<file path="src/servo_reply_frame_parser_unit_defines.svh">
// ----------------------------------------------------------------------------
// Servo reply frame parser assertion macros
// Shared concurrent assertion forms for the parser RTL.
// ----------------------------------------------------------------------------
`ifndef SERVO_REPLY_FRAME_PARSER_UNIT_DEFINES_SVH
`define SERVO_REPLY_FRAME_PARSER_UNIT_DEFINES_SVH

// same-cycle implication
`define SRFP_ASSERT_NOW(label, clk, rst_n, cond, expr, msg) \
    label: assert property (@(posedge clk) disable iff (!rst_n) (cond) |-> (expr)) \
        else $error(msg);

// next-cycle implication
`define SRFP_ASSERT_NEXT(label, clk, rst_n, cond, expr, msg) \
    label: assert property (@(posedge clk) disable iff (!rst_n) (cond) |=> (expr)) \
        else $error(msg);

`endif

</file>
<file path="src/srfp_pkg.sv">
// ----------------------------------------------------------------------------
// Servo reply frame parser package
// Character codes, frame layout, status codes and register defaults.
// ----------------------------------------------------------------------------
package srfp_pkg;

    localparam int FRAME_BYTES_DEFAULT = 24;

    localparam logic [7:0] CH_START = 8'h23;  // '#'
    localparam logic [7:0] CH_END   = 8'h21;  // '!'
    localparam logic [7:0] CH_POS   = 8'h50;  // 'P'
    localparam logic [7:0] CH_ZERO  = 8'h30;  // '0'
    localparam logic [7:0] CH_NINE  = 8'h39;  // '9'

    // byte offsets and minimum length of a frame
    localparam int ID_LAST_OFS    = 3;
    localparam int POS_MARK_OFS   = 4;
    localparam int MIN_FRAME_SIZE = 6;

    typedef enum logic [1:0] {
        CFG_MAX_SERVO_ID = 2'd0,
        CFG_MIN_POSITION = 2'd1,
        CFG_MAX_POSITION = 2'd2
    } cfg_index_t;

    typedef enum logic [1:0] {
        ST_VALID     = 2'd0,
        ST_MALFORMED = 2'd1,
        ST_RANGE     = 2'd2
    } frame_status_t;

    localparam logic [7:0]  RST_MAX_SERVO_ID = 8'd254;
    localparam logic [15:0] RST_MIN_POSITION = 16'd500;
    localparam logic [15:0] RST_MAX_POSITION = 16'd2500;

endpackage

</file>
<file path="src/servo_reply_frame_parser_unit.sv">
// Takes one received byte per clock and emits one result word for each servo
// reply frame closed by '!' within FRAME_BYTES - 1 bytes, in the cycle after
// that byte is taken. Input bytes are accepted every cycle while the result
// register is empty or being drained; the only stall comes from a held result.
// ----------------------------------------------------------------------------
// Servo reply frame parser
// Parses "#nnnP<digits>!" frames and checks id and position limits.
// ----------------------------------------------------------------------------
`include "servo_reply_frame_parser_unit_defines.svh"

module servo_reply_frame_parser_unit
    import srfp_pkg::*;
#(
    parameter int FRAME_BYTES = FRAME_BYTES_DEFAULT
)
(
    input  logic        clk,
    input  logic        rst_n,

    input  logic        cfg_wr_en,
    input  logic [1:0]  cfg_index,
    input  logic [15:0] cfg_data,

    input  logic        s_axis_tvalid,
    output logic        s_axis_tready,
    input  logic [7:0]  s_axis_tdata,   // [7:0] rx_byte

    output logic        m_axis_tvalid,
    input  logic        m_axis_tready,
    output logic [23:0] m_axis_tdata,   // [7:0] servo_id, [23:8] position
    output logic [1:0]  m_axis_tuser    // [1:0] frame_status
);

    localparam int CNT_W = $clog2(FRAME_BYTES);
    localparam logic [CNT_W-1:0] CNT_LAST = CNT_W'(FRAME_BYTES - 1);

    logic [7:0]       max_servo_id_reg;
    logic [15:0]      min_position_reg;
    logic [15:0]      max_position_reg;

    logic [CNT_W-1:0] frame_count_reg, frame_count_next;
    logic             frame_done_reg, frame_done_next;
    logic [9:0]       id_accum_reg, id_accum_next;
    logic [15:0]      pos_accum_reg, pos_accum_next;
    logic             format_bad_reg, format_bad_next;
    logic             digits_ended_reg, digits_ended_next;

    logic             out_valid_reg;
    frame_status_t    status_reg, status_next;
    logic [7:0]       servo_id_reg, servo_id_next;
    logic [15:0]      position_reg, position_next;

    logic             in_accept;
    logic             emit;
    logic [7:0]       rx_byte;
    logic             is_digit;
    logic [3:0]       digit;

    assign rx_byte       = s_axis_tdata;
    assign s_axis_tready = !out_valid_reg || m_axis_tready;
    assign in_accept     = s_axis_tvalid && s_axis_tready;
    assign is_digit      = rx_byte inside {[CH_ZERO:CH_NINE]};
    assign digit         = 4'(rx_byte - CH_ZERO);

    // configuration
    always_ff @(posedge clk or negedge rst_n)
    begin
        if (!rst_n)
        begin
            max_servo_id_reg <= RST_MAX_SERVO_ID;
            min_position_reg <= RST_MIN_POSITION;
            max_position_reg <= RST_MAX_POSITION;
        end
        else if (cfg_wr_en)
        begin
            case (cfg_index)
                CFG_MAX_SERVO_ID: max_servo_id_reg <= cfg_data[7:0];
                CFG_MIN_POSITION: min_position_reg <= cfg_data;
                CFG_MAX_POSITION: max_position_reg <= cfg_data;
                default:          ;
            endcase
        end
    end

    // parse step
    always_comb
    begin
        logic [CNT_W-1:0] k;
        logic             done_v;

        k                 = frame_count_reg;
        done_v            = frame_done_reg;
        frame_count_next  = frame_count_reg;
        frame_done_next   = frame_done_reg;
        id_accum_next     = id_accum_reg;
        pos_accum_next    = pos_accum_reg;
        format_bad_next   = format_bad_reg;
        digits_ended_next = digits_ended_reg;
        emit              = 1'b0;
        status_next       = ST_VALID;
        servo_id_next     = 8'd0;
        position_next     = 16'd0;

        if (in_accept)
        begin
            if (rx_byte == CH_START)
            begin
                k      = '0;
                done_v = 1'b0;
            end
            frame_count_next = k;
            frame_done_next  = done_v;

            if (!done_v && !(k == '0 && rx_byte != CH_START))
            begin
                if (k >= CNT_LAST)
                begin
                    frame_count_next = '0;
                    frame_done_next  = 1'b0;
                end
                else
                begin
                    if (k == '0)
                    begin
                        id_accum_next     = '0;
                        pos_accum_next    = '0;
                        format_bad_next   = 1'b0;
                        digits_ended_next = 1'b0;
                    end
                    else if (k <= CNT_W'(ID_LAST_OFS))
                    begin
                        if (is_digit)
                            id_accum_next = 10'(id_accum_reg * 10'd10 + 10'(digit));
                        else
                            format_bad_next = 1'b1;
                    end
                    else if (k == CNT_W'(POS_MARK_OFS))
                    begin
                        if (rx_byte != CH_POS)
                            format_bad_next = 1'b1;
                    end
                    else if (rx_byte != CH_END)
                    begin
                        if (is_digit && !digits_ended_reg)
                            pos_accum_next = 16'(pos_accum_reg * 16'd10 + 16'(digit));
                        else
                        begin
                            digits_ended_next = 1'b1;
                            format_bad_next   = 1'b1;
                        end
                    end

                    frame_count_next = k + 1'b1;

                    if (rx_byte == CH_END)
                    begin
                        frame_done_next = 1'b1;
                        emit            = 1'b1;
                        if (format_bad_next || k < CNT_W'(MIN_FRAME_SIZE - 1))
                            status_next = ST_MALFORMED;
                        else if (id_accum_next > {2'b00, max_servo_id_reg} ||
                                 pos_accum_next < min_position_reg ||
                                 pos_accum_next > max_position_reg)
                            status_next = ST_RANGE;
                        else
                        begin
                            status_next   = ST_VALID;
                            servo_id_next = id_accum_next[7:0];
                            position_next = pos_accum_next;
                        end
                    end
                end
            end
        end
    end

    always_ff @(posedge clk or negedge rst_n)
    begin
        if (!rst_n)
        begin
            frame_count_reg  <= '0;
            frame_done_reg   <= 1'b0;
            id_accum_reg     <= '0;
            pos_accum_reg    <= '0;
            format_bad_reg   <= 1'b0;
            digits_ended_reg <= 1'b0;
            out_valid_reg    <= 1'b0;
        end
        else
        begin
            frame_count_reg  <= frame_count_next;
            frame_done_reg   <= frame_done_next;
            id_accum_reg     <= id_accum_next;
            pos_accum_reg    <= pos_accum_next;
            format_bad_reg   <= format_bad_next;
            digits_ended_reg <= digits_ended_next;
            if (emit)
                out_valid_reg <= 1'b1;
            else if (m_axis_tready)
                out_valid_reg <= 1'b0;
        end
    end

    // result word
    always_ff @(posedge clk)
    begin
        if (emit)
        begin
            status_reg   <= status_next;
            servo_id_reg <= servo_id_next;
            position_reg <= position_next;
        end
    end

    assign m_axis_tvalid = out_valid_reg;
    assign m_axis_tdata  = {position_reg, servo_id_reg};
    assign m_axis_tuser  = status_reg;

    `SRFP_ASSERT_NOW(a_count_range, clk, rst_n, 1'b1, frame_count_reg <= CNT_LAST,
        "frame count beyond frame limit")
    `SRFP_ASSERT_NOW(a_done_has_frame, clk, rst_n, frame_done_reg,
        frame_count_reg >= CNT_W'(2), "closed frame with too few bytes")
    `SRFP_ASSERT_NOW(a_reject_zero, clk, rst_n, m_axis_tvalid && status_reg != ST_VALID,
        m_axis_tdata == 24'd0, "rejected frame carries nonzero data")
    `SRFP_ASSERT_NEXT(a_start_opens, clk, rst_n, in_accept && s_axis_tdata == CH_START,
        frame_count_reg == CNT_W'(1) && !frame_done_reg, "start byte did not open a frame")

endmodule
</file>
<file path="config.mk">
export PLATFORM = sky130hd
export DESIGN_NAME = servo_reply_frame_parser_unit
export DESIGN_NICKNAME = d
export VERILOG_FILES = /design/src/srfp_pkg.sv /design/src/servo_reply_frame_parser_unit.sv
export VERILOG_INCLUDE_DIRS = /design/src /design/src/src
export SDC_FILE = /design/constraint.sdc
export NUM_CORES = 1
export LEC_CHECK = 0
export ABC_AREA = 1
export ABC_CLOCK_PERIOD_IN_PS = 9700
export BUFFER_PORTS_ARGS = -buffer_cell sky130_fd_sc_hd__buf_4
export CAP_MARGIN = 0
export CORE_MARGIN = 4
export CORE_UTILIZATION = 61
export CTS_CLUSTER_SIZE = 14
export DETAILED_ROUTE_END_ITERATION = 10
export PLACE_DENSITY = 0.81
export SLEW_MARGIN = 10
export SYNTH_ARGS = -nofsm -noshare
export SYNTH_HDL_FRONTEND = slang
export SYNTH_SLANG_ARGS = --single-unit
</file>
<file path="constraint.sdc">
create_clock -name clk -period 9.7 [get_ports clk]
set_input_delay 0.485 -clock clk [delete_from_list [all_inputs] [get_ports clk]]
set_output_delay 0.485 -clock clk [all_outputs]
set_load 0.03 [all_outputs]
</file>
==> flow_metrics.py, run 1 <==
metrics = {
    "status": {
        "status": "finished, final reports clean",
    },
    "sta": {
        "setup_ws_ns": 4.516,
        "period_minus_slack_ns": 5.184,
        "max-slew-margin-rel_pct": 27.99,
        "period_share_pct": 53.45,
        "tightestPinTransition_ns": 1.079,
        "fmaxAchievable_mhz": 192.9,
        "drv_slew": 0,
        "finClkSkew_ns": 0.006552,
        "tns_ns": 0,
        "hold_viol": 0,
        "rsz0062_at_grt": "no",
        "finalSetupViolCount": 0,
    },
    "cts": {
        "hold_buffers": 0,
        "postCtsSetupBuffers": 0,
        "cts_tree": "built",
        "clockRootBuffer": "clkbuf_16",
        "cts_resized": 0,
        "cts.sinks": 101,
        "clkLatencyLatePin_ns": 0.35,
        "numCtsBuffers": 9,
        "clk_transition_reported_paths_ns": 0.07,
        "clk_path_buf_depth": 2,
        "h-tree-depth": 3,
    },
    "die": {
        "die_x_um": 116.7,
        "die_y_um": 116.7,
        "ioPinCount": 59,
        "design.core.area_um2": 11520,
        "dieArea_um2": 13630,
        "rows": 39,
        "start_util_pct": 62.62,
    },
    "synthesis": {
        "synth_common_cells": "nand2_1, inv_1, o21ai_0, ha_1, dfrtp_1",
        "synth_edf_count": 26,
        "synth_area_um2": 7212,
        "synth-seq-cells": 101,
        "synth_cell_type_count": 52,
        "ys.flop_type": "dfrtp_1",
        "ys_top_cells_by_area": "dfrtp_1, ha_1, edfxtp_1",
        "async_flop_share_pct": 74.26,
        "yosysMostFrequentCell": "nand2_1",
        "synth_nets": 979,
        "synthCells": 863,
        "yosysWarnings": 0,
        "ys_seq_area_share_pct": 37.16,
        "yosysTopAreaCell": "dfrtp_1",
        "synth_top_area_share_pct": 19.78,
        "synth_area_per_cell_um2": 8.357,
    },
    "final_layout": {
        "n_antenna_cell": 0,
        "fillers": 919,
        "finalNonFillerCells": 1061,
        "nNetsFinal": 1029,
        "layout-drive-gt1-share_pct": 17.97,
        "seqCellArea_um2": 2680,
        "area_growth_syn_to_layout_pct": 11.78,
        "multi_input_area_um2": 3874,
    },
    "worst_setup_path": {
        "path_max_fanout": 24,
        "crit_arrival_ns": 5.26,
        "endpoint_kind": "register",
        "startpoint_type": "register",
        "crit_type": "register to register",
        "cp.required_ns": 9.77,
    },
    "global_route": {
        "antenna_found_initial": 0,
        "grt_pass1_wl_um": 25830,
        "track_usage_pct": 24.18,
        "grt_max_degree": 76,
        "overflow": 0,
        "grt_pass1_vias": 5419,
    },
    "power": {
        "combinationalPowerShare_pct": 45.5,
        "power.switching_mw": 0.7529,
        "internal_power_mw": 1.064,
        "cellLeakagePower_nw": 4.096,
        "ir_worst_vdd_v": 0.0001293,
        "seq_power_share_pct": 31.9,
        "power_mw": 1.817,
        "swShare_pct": 41.43,
        "clockPowerShare_pct": 22.6,
        "powerDensity_nw_per_um2": 225.4,
    },
    "placed_design": {
        "pre_cts_ws_ns": 4.649,
        "port_buffers": 58,
        "placedCellCount": 1045,
        "place_hpwl_um": 11780,
        "place.gp.congestion": 0.8873,
    },
    "flow_run": {
        "drv_cap": 0,
    },
    "worst_hold_path": {
        "hp-class": "primary input to async pin",
    },
    "drt": {
        "vias": 5782,
        "viasPerCell": 5.450,
        "detail_route.iter0.violations": 408,
        "antenna_left": 0,
        "wl_per_cell_um": 14.91,
        "drc": 0,
        "drt_pass1_iterations": 5,
        "drt-total-wl_um": 15820,
    },
}
-- kinds of logic after synthesis --
logic type | share of synthesized area (%)
fa+ha+maj | 15.16
flops | 37.16
buf+inv | 9.125
xor+xnor | 3.522
compound gates | 12.34
simple gates | 22.69
-- worst paths after layout --
| check | from | endpoint | slack (ns) | cells after the start |
|---|---|---|---|---|
| max in group asynchronous | rst_n | max_position_reg[13] | 8.80 | 1 |
| setup reg to reg | pos_accum_reg[1] | position_reg[2] | 4.52 | 24 |
| hold / removal | rst_n | id_accum_reg[5] | 0.27 | 1 |
| setup / recovery | pos_accum_reg[1] | position_reg[2] | 4.52 | 24 |
| min in group clk | cfg_data[11] | max_position_reg[11] | 0.38 | 3 |
| hold reg to reg | min_position_reg[15] | min_position_reg[15] | 0.49 | 2 |
-- final cells by class --
class	count	share of cell area (%)
multi-input combinational	596	48.05
clock buffer	11	2.887
inverter	147	6.860
clock inverter	5	1.335
timing repair buffer	58	5.401
tap	143	2.219
sequential	101	33.25
-- power groups by stage --
stage	combinational, mW	sequential, mW	clock (mW)
floorplan	0.640	0.566	0
global placement	0.789	0.583	0
detailed placement	0.810	0.586	0
CTS	0.824	0.580	0.414
global route	0.935	0.590	0.430
finish	0.827	0.581	0.410
-- critical path, cell delays in order, from the launching register on --
cell     delay, ns
dfrtp_1       0.45
ha_1          0.31
ha_1          0.16
inv_1         0.05
fa_1          0.42
xnor2_1       0.24
nand4_1       0.15
nor2_1        0.19
nand4_1       0.17
nor3_2        0.20
nand2_1       0.08
nor2_1        0.11
xor2_1        0.16
nand2_1       0.08
nand2_1       0.16
inv_1         0.09
ha_1          0.28
nand2_1       0.07
nor2_1        0.19
nand4_1       0.19
a31o_2        0.27
a31oi_1       0.15
nor2_2        0.08
nand3_4       0.55
nor2_1        0.10
-- layout by cell type (no fill, tap or decap), drive strengths merged, types with 2 or more instances in the layout --
cell type	n
o22ai	3
a31oi	2
inv	147
bufinv	3
clkinv	2
o211ai	8
clkbuf	11
dfrtp	57
dfstp	18
nand2	183
o21ai	88
a211oi	3
nand3	31
or2	10
xor2	13
ha	81
xnor2	16
nor2	86
a21oi	35
nor3	6
nand4	8
fa	4
a21o	2
o21bai	4
edfxtp	26
buf	58
-- metal layers --
| metal | track usage (%) | up-vias | wire [um] |
|---|---|---|---|
| met2 | 37.01 | 164 | 7157 |
| met3 | 2.487 | 29 | 941 |
| met5 | 0 | - | 0 |
| met4 | 9.251 | 0 | 412 |
| met1 | 35.57 | 2686 | 7313 |
| li1 | - | 2903 | - |
-- per-stage QoR --
step | hold slack, ns | instance area, um2 | util, %
2_1_floorplan | 0.1894 | 7212 | -
3_3_place_gp | 0.4652 | 7721 | 67.05
3_5_place_dp | 0.4730 | 7721 | 67.05
4_1_cts | 0.3238 | 8061 | 70.00
5_1_grt | 0.3502 | 8061 | 70.00
6_report | 0.2655 | 8061 | 70.00
(Power assumes the default switching activity.)
==> inputs of run 2 (changes only) <==
--- a/config.mk
+++ b/config.mk
@@ -6,15 +6,15 @@
 export SDC_FILE = /design/constraint.sdc
 export NUM_CORES = 1
 export LEC_CHECK = 0
-export ABC_AREA = 1
-export ABC_CLOCK_PERIOD_IN_PS = 9700
+export ABC_AREA = 0
+export ABC_CLOCK_PERIOD_IN_PS = 4500
 export BUFFER_PORTS_ARGS = -buffer_cell sky130_fd_sc_hd__buf_4
 export CAP_MARGIN = 0
 export CORE_MARGIN = 4
-export CORE_UTILIZATION = 61
+export CORE_UTILIZATION = 55
 export CTS_CLUSTER_SIZE = 14
 export DETAILED_ROUTE_END_ITERATION = 10
-export PLACE_DENSITY = 0.81
+export PLACE_DENSITY = 0.77
 export SLEW_MARGIN = 10
 export SYNTH_ARGS = -nofsm -noshare
 export SYNTH_HDL_FRONTEND = slang
==> constraint.sdc (replaced) <==
create_clock -name clk -period 4.5 [get_ports clk]
set_input_delay 0.225 -clock clk [delete_from_list [all_inputs] [get_ports clk]]
set_output_delay 0.225 -clock clk [all_outputs]
set_load 0.03 [all_outputs]
==> flow_metrics.py, run 2 <==
metrics = {
    "status": {
        "status": "finished with violations",
        "violations": "setup timing",
    },
    "cts": {
        "cts_tree": "built",
        "clk_path_buf_depth": 2,
        "cts.sinks": 101,
        "clk_transition_reported_paths_ns": 0.07,
        "h-tree-depth": 3,
        "clkLatencyLatePin_ns": 0.36,
        "clockRootBuffer": "clkbuf_16",
        "numCtsBuffers": 9,
    },
    "placed_design": {
        "pre_cts_ws_ns": -0.4605,
        "place_area_um2": 8840,
        "place_hpwl_um": 15000,
        "place.gp.congestion": 0.9506,
        "port_buffers": 58,
    },
    "synthesis": {
        "yosysTopAreaCell": "dfrtp_1",
        "synth_top_area_share_pct": 19.34,
        "synth_edf_count": 26,
        "ys_top_cells_by_area": "dfrtp_1, ha_1, edfxtp_1",
        "synth_cell_type_count": 75,
        "synth_area_per_cell_um2": 9.692,
        "ys_seq_area_share_pct": 36.34,
        "synth_common_cells": "ha_1, nand2_1, inv_1, dfrtp_1, o21ai_0",
        "synth_nets": 877,
        "yosysWarnings": 0,
        "ys.flop_type": "dfrtp_1",
        "synth-seq-cells": 101,
        "synthCells": 761,
        "async_flop_share_pct": 74.26,
        "yosysMostFrequentCell": "ha_1",
        "synth_area_um2": 7376,
    },
    "drt": {
        "antenna_left": 0,
        "drt-total-wl_um": 21380,
        "vias": 6684,
        "drc": 0,
        "drt_pass1_iterations": 5,
        "detail_route.iter0.violations": 518,
        "wl_per_cell_um": 19.33,
        "viasPerCell": 6.043,
    },
    "power": {
        "powerDensity_nw_per_um2": 410.9,
        "cellLeakagePower_nw": 4.462,
        "ir_worst_vdd_v": 0.0002586,
        "power_mw": 3.928,
    },
    "global_route": {
        "grt_pass1_wl_um": 32860,
        "grt_max_degree": 76,
        "track_usage_pct": 27.37,
        "grt_pass1_vias": 6636,
        "overflow": 0,
        "antenna_found_initial": 0,
    },
    "worst_setup_path": {
        "slowest_delay_ns": 0.52,
        "cp.required_ns": 4.62,
        "ff2ff_path_depth": 18,
        "r2r_slack_ns": -0.47,
        "regToRegStartpoint": "pos_accum_reg[4]",
        "path_delay_family": "simple AND/OR/NAND/NOR gates",
        "path_common_cell": "a21oi_1",
        "path_cells": "ha_4 > inv_1 > fa_2 > nand4b_1 > a2111oi_4 > nand3_4 > nor3_4 > mux2i_2 > a21oi_2 > ha_4 > or4_1 > a21oi_1 > o21ai_1 > a21oi_1 > a21oi_1 > nand4b_4 > buf_12 > o21a_1",
        "endpoint_kind": "register",
        "path_buf_inv": 2,
        "path_max_fanout": 7,
        "crit_arrival_ns": 5.09,
        "reg2reg_to": "m_axis_tuser[1]",
        "crit_type": "register to register",
        "startpoint_type": "register",
        "cp_slowest_cell": "a2111oi_4",
    },
    "sta": {
        "finClkSkew_ns": 0.01143,
        "setup_ws_ns": -0.4709,
        "period_share_pct": 110.5,
        "period_minus_slack_ns": 4.971,
        "finalSetupViolCount": 25,
        "tightestPinTransition_ns": 1.441,
        "max-slew-margin-rel_pct": 3.942,
        "drv_slew": 0,
        "hold_viol": 0,
        "rsz0062_at_grt": "yes",
        "fmaxAchievable_mhz": 201.2,
    },
    "die": {
        "die_y_um": 123.8,
        "start_util_pct": 55.92,
        "dieArea_um2": 15330,
        "ioPinCount": 59,
        "rows": 42,
        "design.core.area_um2": 13190,
        "die_x_um": 123.8,
    },
    "flow_run": {
        "drv_cap": 0,
    },
    "final_layout": {
        "n_antenna_cell": 0,
        "layout-drive-gt1-share_pct": 35.70,
        "layout_commonest_cell": "buf_4",
        "layout_common_cells": "buf_4, nand2_1, ha_1",
        "area_growth_syn_to_layout_pct": 29.62,
        "finalInstanceArea_um2": 9560,
        "nNetsFinal": 1041,
    },
    "worst_hold_path": {
        "hp-class": "primary input to async pin",
    },
}
## run 2: changes by cell type in the layout (fill, tap and decap cells not counted), moves of 18 or more
cell	change
buf_4	+110
nor2_4	-25
inv_1	-73
nand2_1	-95
nor3_2	+18
o21ai_0	-29
mux2_2	+37
## run 2: cell families after synthesis
family | Yosys count | share of synthesized area (%)
xor gates and xnor gates | 27 | 3.206
muxes | 48 | 7.209
DFF | 101 | 36.34
adders and majority gates | 85 | 14.83
and+or+nand+nor | 240 | 18.29
AOI/OAI and AO/OA | 173 | 15.44
buffers and inverters | 87 | 4.699
## run 2: worst max path at each step
stage                           from  depth (start not counted)  slack [ns]              end
finish              pos_accum_reg[4]                         18       -0.47  m_axis_tuser[1]
CTS                 pos_accum_reg[3]                         21       -0.36  m_axis_tuser[1]
detailed placement  pos_accum_reg[3]                         20       -0.46  position_reg[4]
global placement    pos_accum_reg[3]                         20       -0.30  servo_id_reg[1]
floorplan           pos_accum_reg[1]                         20       -0.12  m_axis_tuser[1]
global route        pos_accum_reg[2]                         19       -0.61  m_axis_tuser[1]
## run 2: power by group
| group | switching (mW) | total, mW | leakage (nW) | internal [mW] |
|---|---|---|---|---|
| sequential | 0.134 | 1.23 | 1.16 | 1.10 |
| combinational | 1.02 | 1.85 | 3.14 | 0.828 |
| clock | 0.383 | 0.853 | 0.157 | 0.470 |
| total | 1.53 | 3.93 | 4.46 | 2.39 |
## run 2: repair_timing
item                                   4_1_cts  5_1_grt
buffers inserted                             6        7
hold buffers                                 0        0
endpoints found under the hold margin        0        0
setup endpoints to repair                   25       25
gates resized for setup                     17       29
cloned                                       0        2
pin swaps                                    9       30
## run 2: cell type report
type	instances	area, um2
Inverter	66	247.7
Fill cell	897	3630
Timing Repair Buffer	174	1391
Clock buffer	11	252.7
Sequential cell	101	2681
Clock inverter	5	65.06
Tap cell	176	220.2
Multi-Input combinational cell	573	4702
## run 2: metrics by stage
step           cells  utilization [%]  setup TNS (ns)  hold WS (ns)
6_report        1106            72.48          -10.93      0.004715
2_1_floorplan    761                -          -1.542      -0.07059
4_1_cts         1097            70.29          -7.835       0.07613
3_3_place_gp    1075            67.02          -6.900        0.4399
5_1_grt         1106            72.48          -13.97        0.1002
3_5_place_dp    1075            67.02          -10.88        0.4588
## run 2: worst register-to-register path: stages, from the launching register on
cell and delay (ns):
dfrtp_1 0.47, ha_4 0.32, inv_1 0.06, fa_2 0.50
nand4b_1 0.28, a2111oi_4 0.52, nand3_4 0.20, nor3_4 0.26
mux2i_2 0.30, a21oi_2 0.14, ha_4 0.21, or4_1 0.41
a21oi_1 0.13, o21ai_1 0.09, a21oi_1 0.13, a21oi_1 0.05
nand4b_4 0.29, buf_12 0.22, o21a_1 0.17
## run 2: routing by layer
layer | vias up | share of wire [%] | GRT usage (%)
met4 | 0 | 3.3 | 10.93
met5 | - | 0 | 0
met2 | 275 | 49 | 46.00
met1 | 3257 | 41 | 35.91
met3 | 64 | 6.1 | 3.451
li1 | 3088 | - | -
